### config.mk
export PLATFORM = sky130hd
export DESIGN_NAME = hcbp_ram
export DESIGN_NICKNAME = d
export VERILOG_FILES = /design/src/sv/hcbp_ram.sv
export SDC_FILE = /design/constraint.sdc
export NUM_CORES = 1
export LEC_CHECK = 0
export ABC_CLOCK_PERIOD_IN_PS = 1600
export BUFFER_PORTS_ARGS = -buffer_cell sky130_fd_sc_hd__buf_2
export CORE_AREA = 2 2 121 123
export CTS_CLUSTER_SIZE = 16
export DETAILED_ROUTE_END_ITERATION = 12
export DIE_AREA = 0 0 123 125
export SYNTH_ARGS = -nofsm -noshare
export SYNTH_HDL_FRONTEND = slang
export SYNTH_SLANG_ARGS = --single-unit
### constraint.sdc
create_clock -name clk -period 1.6 [get_ports clk]
set_clock_uncertainty 0.05 [all_clocks]
set_input_delay 0.24 -clock clk [delete_from_list [all_inputs] [get_ports clk]]
set_output_delay 0.24 -clock clk [all_outputs]
set_load 0.02 [all_outputs]
### src/sv/hcbp_ram.sv
// hcbp_ram: generic synchronous ram, one write and one read port, registered read
// standalone; no package needed

module hcbp_ram #(
  parameter int WIDTH = 8,
  parameter int DEPTH = 16
) (
  input  logic                     clk,
  input  logic                     we,
  input  logic [$clog2(DEPTH)-1:0] waddr,
  input  logic [WIDTH-1:0]         wdata,
  input  logic                     re,
  input  logic [$clog2(DEPTH)-1:0] raddr,
  output logic [WIDTH-1:0]         rdata
);

  logic [WIDTH-1:0] mem_r [DEPTH];
  logic [WIDTH-1:0] rdata_r;

  always_ff @(posedge clk) begin
    if (we) begin
      mem_r[waddr] <= wdata;
    end
    if (re) begin
      rdata_r <= mem_r[raddr];
    end
  end

  // read data holds until the next read
  assign rdata = rdata_r;

endmodule

Word level (Yosys, flattened, before mapping)
Memory sizes are Yosys's and may differ from the RTL's. A register that Yosys moved wholly into a read port is not among the register bits.
Index checks and enable logic that the tools add are counted.
{"block": "classes", "multipliers": 0, "order_cmp": 0, "shifts": 0, "addsub": 0, "mux": 2, "div": 0, "n_reduce_logical": 0, "eq_ne": 0, "n_bitwise": 0}
{"cell": "$mux 1", "count": 2}
{"block": "totals", "memories": 1, "output_inout_bits": 8, "mem_bits_rw": 128, "rom_bits": 0, "regBits": 0, "latch_bits": 0}
{"name": "mem_r", "words": 16, "width": 8, "read_ports": 1, "rd_ports_with_merged_regs": 1, "wr": 1, "line_no": "17", "rtl": "logic [WIDTH-1:0] mem_r [DEPTH];"}

Depth between registers and ports, before layout
{"block": "logic_depth", "depth_word": 2, "ltp_mapped": 5}

Least setup slack after synthesis
No wires, ideal clock.
{"block": "synth_timing", "kind": "in2reg", "from": "input port waddr[2]", "to": "memory mem_r[0][0] (enable)", "slack_ps": -183, "t_arrival_ps": 1350, "path_buffers": 0, "required_time_ps": 1167, "setup_ps": 383, "path_stages": 2, "cell_sequence": "or3b_2 -> nor3_1"}
{"item": "start, declared", "line_no": "10", "rtl": "input logic [$clog2(DEPTH)-1:0] waddr,"}
{"item": "end, declared", "line_no": "17"}
Straight into the memory's write port.

==> key figures <==
Logic synthesis
  – Largest family of logic cells by synthesized area: multiplexers
  – Syn_nets: 248
  – Post-synthesis compound-gate area fraction: 2.30%
  – Synth Register Bits: 136
  – Mapped cell area: 5230 sq um
  – Syn Area/Cell: 22.8 sq um
  – Post-synthesis mux area share: 14.8%
  – Warnings, synthesis: 0
  – Count of different cell masters after synthesis: 18
  – Post-synthesis sequential area ratio: 78.1%
  – Adder-cell share of the synthesized area: 0%
  – Cells after Synth: 229
  – Synth Area in XOR/XNOR: 0%
  – Simple-gate share of the synthesized area: 3.14%

STA
  – Setup violators final: 0
  – Rel. slew slack: 48.3%
  – Fmax: 0.640 GHz
  – Period Utilization, post-route: 97.7%
  – Hold Slack: 0.152 ns
  – Setup_tns: 0 ns
  – Final Hold Violating Endpoints: 0
  – RSZ-0062 raised after global routing: no
  – Fin. max-slew vios: 0
  – Worst Max-Slew Pin Slew: 0.775 ns
  – Min Tclk post-route: 1.56 ns

Worst hold path
  – Hold Path Depth: 1
  – Hold endpoint: rdata[6]
  – Worst hold start: re
  – Hold Crit Class: input pin to flop

Detailed routing
  – Starting DRT DRC Count: 159
  – # DRC: 0
  – Vias: 2480
  – Detailed Route WL: 10.0 mm
  – Total iterations of the first detailed-routing run: 4
  – ANT nets after route: 0
  – WL per Instance: 20.8 microns
  – Vias per inst: 5.15

Setup path
  – CP max FO: 1
  – Largest delay share family, worst path: multiplexers
  – Reg2Reg Depth: 3
  – Critical path required time: 1.70 ns
  – FF-to-FF Start: mem_r[5][0]
  – R2R setup slack: 0.04 ns
  – CP bufs+invs: 0
  – FF-to-FF End: rdata[0]
  – CP arrival: 1.67 ns
  – Critical Path Max Stage Delay: 0.54 ns
  – Startpoint Class: flop
  – Worst path cell trace: mux4_1 -> a22oi_1 -> nand2_1
  – Setup crit end kind: flop
  – Crit-path slowest cell: mux4_1
  – Crit Path Class: flop to flop

Global routing
  – GRT Util Overall: 14.4%
  – First-pass GRT wire length: 15.5 mm
  – Initial antenna violation count: 0
  – Number of global-route vias before repair: 2599
  – GRT overflow: 0
  – Largest net degree at the start of global routing: 19

Power and ir drop
  – Sw frac: 19.0%
  – Combinational power share: 4.8%
  – Sw Pwr: 1.59 mW
  – Peak VDD IR: 702 uV
  – Pwr/cell area: 1320 nW/um^2
  – Pwr Total: 8.33 mW
  – Leakage: 2.12 nW
  – Clk network pwr share: 46.7%
  – P_int: 6.75 mW
  – Flop pwr share: 48.5%

Clock network
  – CTS resizes: 0
  – CTS tree: done
  – Post-CTS Setup Repair Bufs: 0
  – Latest clock arrival within the worst-skew pair: 0.41 ns
  – Clk buf depth: 2
  – CTS H-tree depth: 4
  – Hold Buf Count CTS: 0
  – Num CTS Buffers: 17
  – Worst-path clk slew: 0.05 ns
  – Clk sinks: 136
  – CTS root buffer: clkbuf_16

Layout
  – Area growth, synth to finish: 20.8%
  – Most frequent cells in the layout: 136 x edfxtp_1, 26 x buf_2, 18 x mux4_2, 18 x buf_4, 17 x clkbuf_16
  – Share of layout cells above drive strength 1: 30.9%
  – Commonest non-fill, non-tap cell in the layout: edfxtp_1
  – Nets: 305
  – Antenna cells: 0
  – # fillers: 1229

Die
  – DIE AREA: 15400 sq um
  – Initial Util: 36.8%
  – Die width: 123 microns
  – Placement Rows: 44
  – Core area: 14200 sq um
  – IO Count: 27
  – Die Y: 125 microns

Run
  – Max-cap viol count: 0

Run status
  – Status: finished clean

Placed design
  – Routability cong.: 0.734
  – Buffers added on ports: 26
  – Dpl hpwl: 6.65 mm
-- flip-flops by register name, indices dropped and copies added (netlist names) --
name,cells
rdata,8
mem_r,128
-- metrics by stage --
| step | area [sq um] | setup slack, ns | std cells | util (%) |
|---|---|---|---|---|
| finish | 6320 | 0.0369 | 482 | 44.5 |
| global route | 6320 | 0.00118 | 482 | 44.5 |
| CTS | 6310 | 0.0165 | 482 | 44.4 |
| detailed placement | 5720 | -0.271 | 451 | 40.3 |
| global placement | 5720 | -0.276 | 451 | 40.3 |
| floorplan | 5230 | 0.0276 | 229 | - |
-- power by group through the flow --
stage / Clock, mW / Combinational (mW) / Sequential [mW]
final: 3.89 / 0.401 / 4.04
after global routing: 4.10 / 0.437 / 4.04
after CTS: 3.96 / 0.406 / 4.04
after detailed placement: 0 / 0.406 / 4.11
after global placement: 0 / 0.398 / 4.11
after floorplan: 0 / 0.203 / 4.13
-- metal layers --
| layer | GRT usage (%) | share of wire, % | up-vias |
|---|---|---|---|
| met1 | 20.1 | 47 | 1323 |
| met2 | 20.6 | 48 | 52 |
| met4 | 6.35 | 1.9 | 0 |
| met5 | 0 | 0 | - |
| li1 | - | - | 1093 |
| met3 | 4.74 | 3.7 | 12 |
-- synthesized netlist by cell type, drive strengths merged --
cell | number | area, sq um
clkdlybuf4s25 | 3 | 30.0
nor2b | 1 | 6.26
and2 | 1 | 6.26
nor2 | 13 | 48.8
nand2b | 2 | 12.5
nand3 | 1 | 5.00
edfxtp | 136 | 4080
nor3 | 4 | 20.0
buf | 7 | 56.3
nand3b | 2 | 15.0
nand2 | 9 | 33.8
mux4 | 32 | 773
a22oi | 16 | 120
or3b | 1 | 8.76
and2b | 1 | 7.51
-- how the worst max path moves through the flow --
stage | from | end | slack (ns) | cells after the start
3_3_place_gp | raddr[0] | rdata[1] | -0.28 | 5
6_report | mem_r[5][0] | rdata[0] | 0.04 | 3
3_5_place_dp | raddr[0] | rdata[1] | -0.27 | 5
2_1_floorplan | raddr[0] | rdata[1] | 0.03 | 5
5_1_grt | mem_r[8][4] | rdata[4] | 0.001 | 3
4_1_cts | mem_r[9][1] | rdata[1] | 0.02 | 3
-- kinds of logic (layout without fill, tap and decap cells) --
kind of cell,Yosys count,in the layout
AND/OR/NAND/NOR,35,35
buffers and inverters,10,79
flip-flops,136,136
AO/OA/AOI/OAI,16,16
multiplexers,32,32
-- final cells by class --
cell class | instances | area (sq um) | share of cell area, %
sequential | 136 | 4080 | 64.6
multi-input combinational | 83 | 1070 | 16.9
clock buffer | 19 | 433 | 6.85
timing repair buffer | 48 | 345 | 5.47
tap | 184 | 230 | 3.64
clock inverter | 12 | 158 | 2.50
Power figures use the tool's default switching activity.
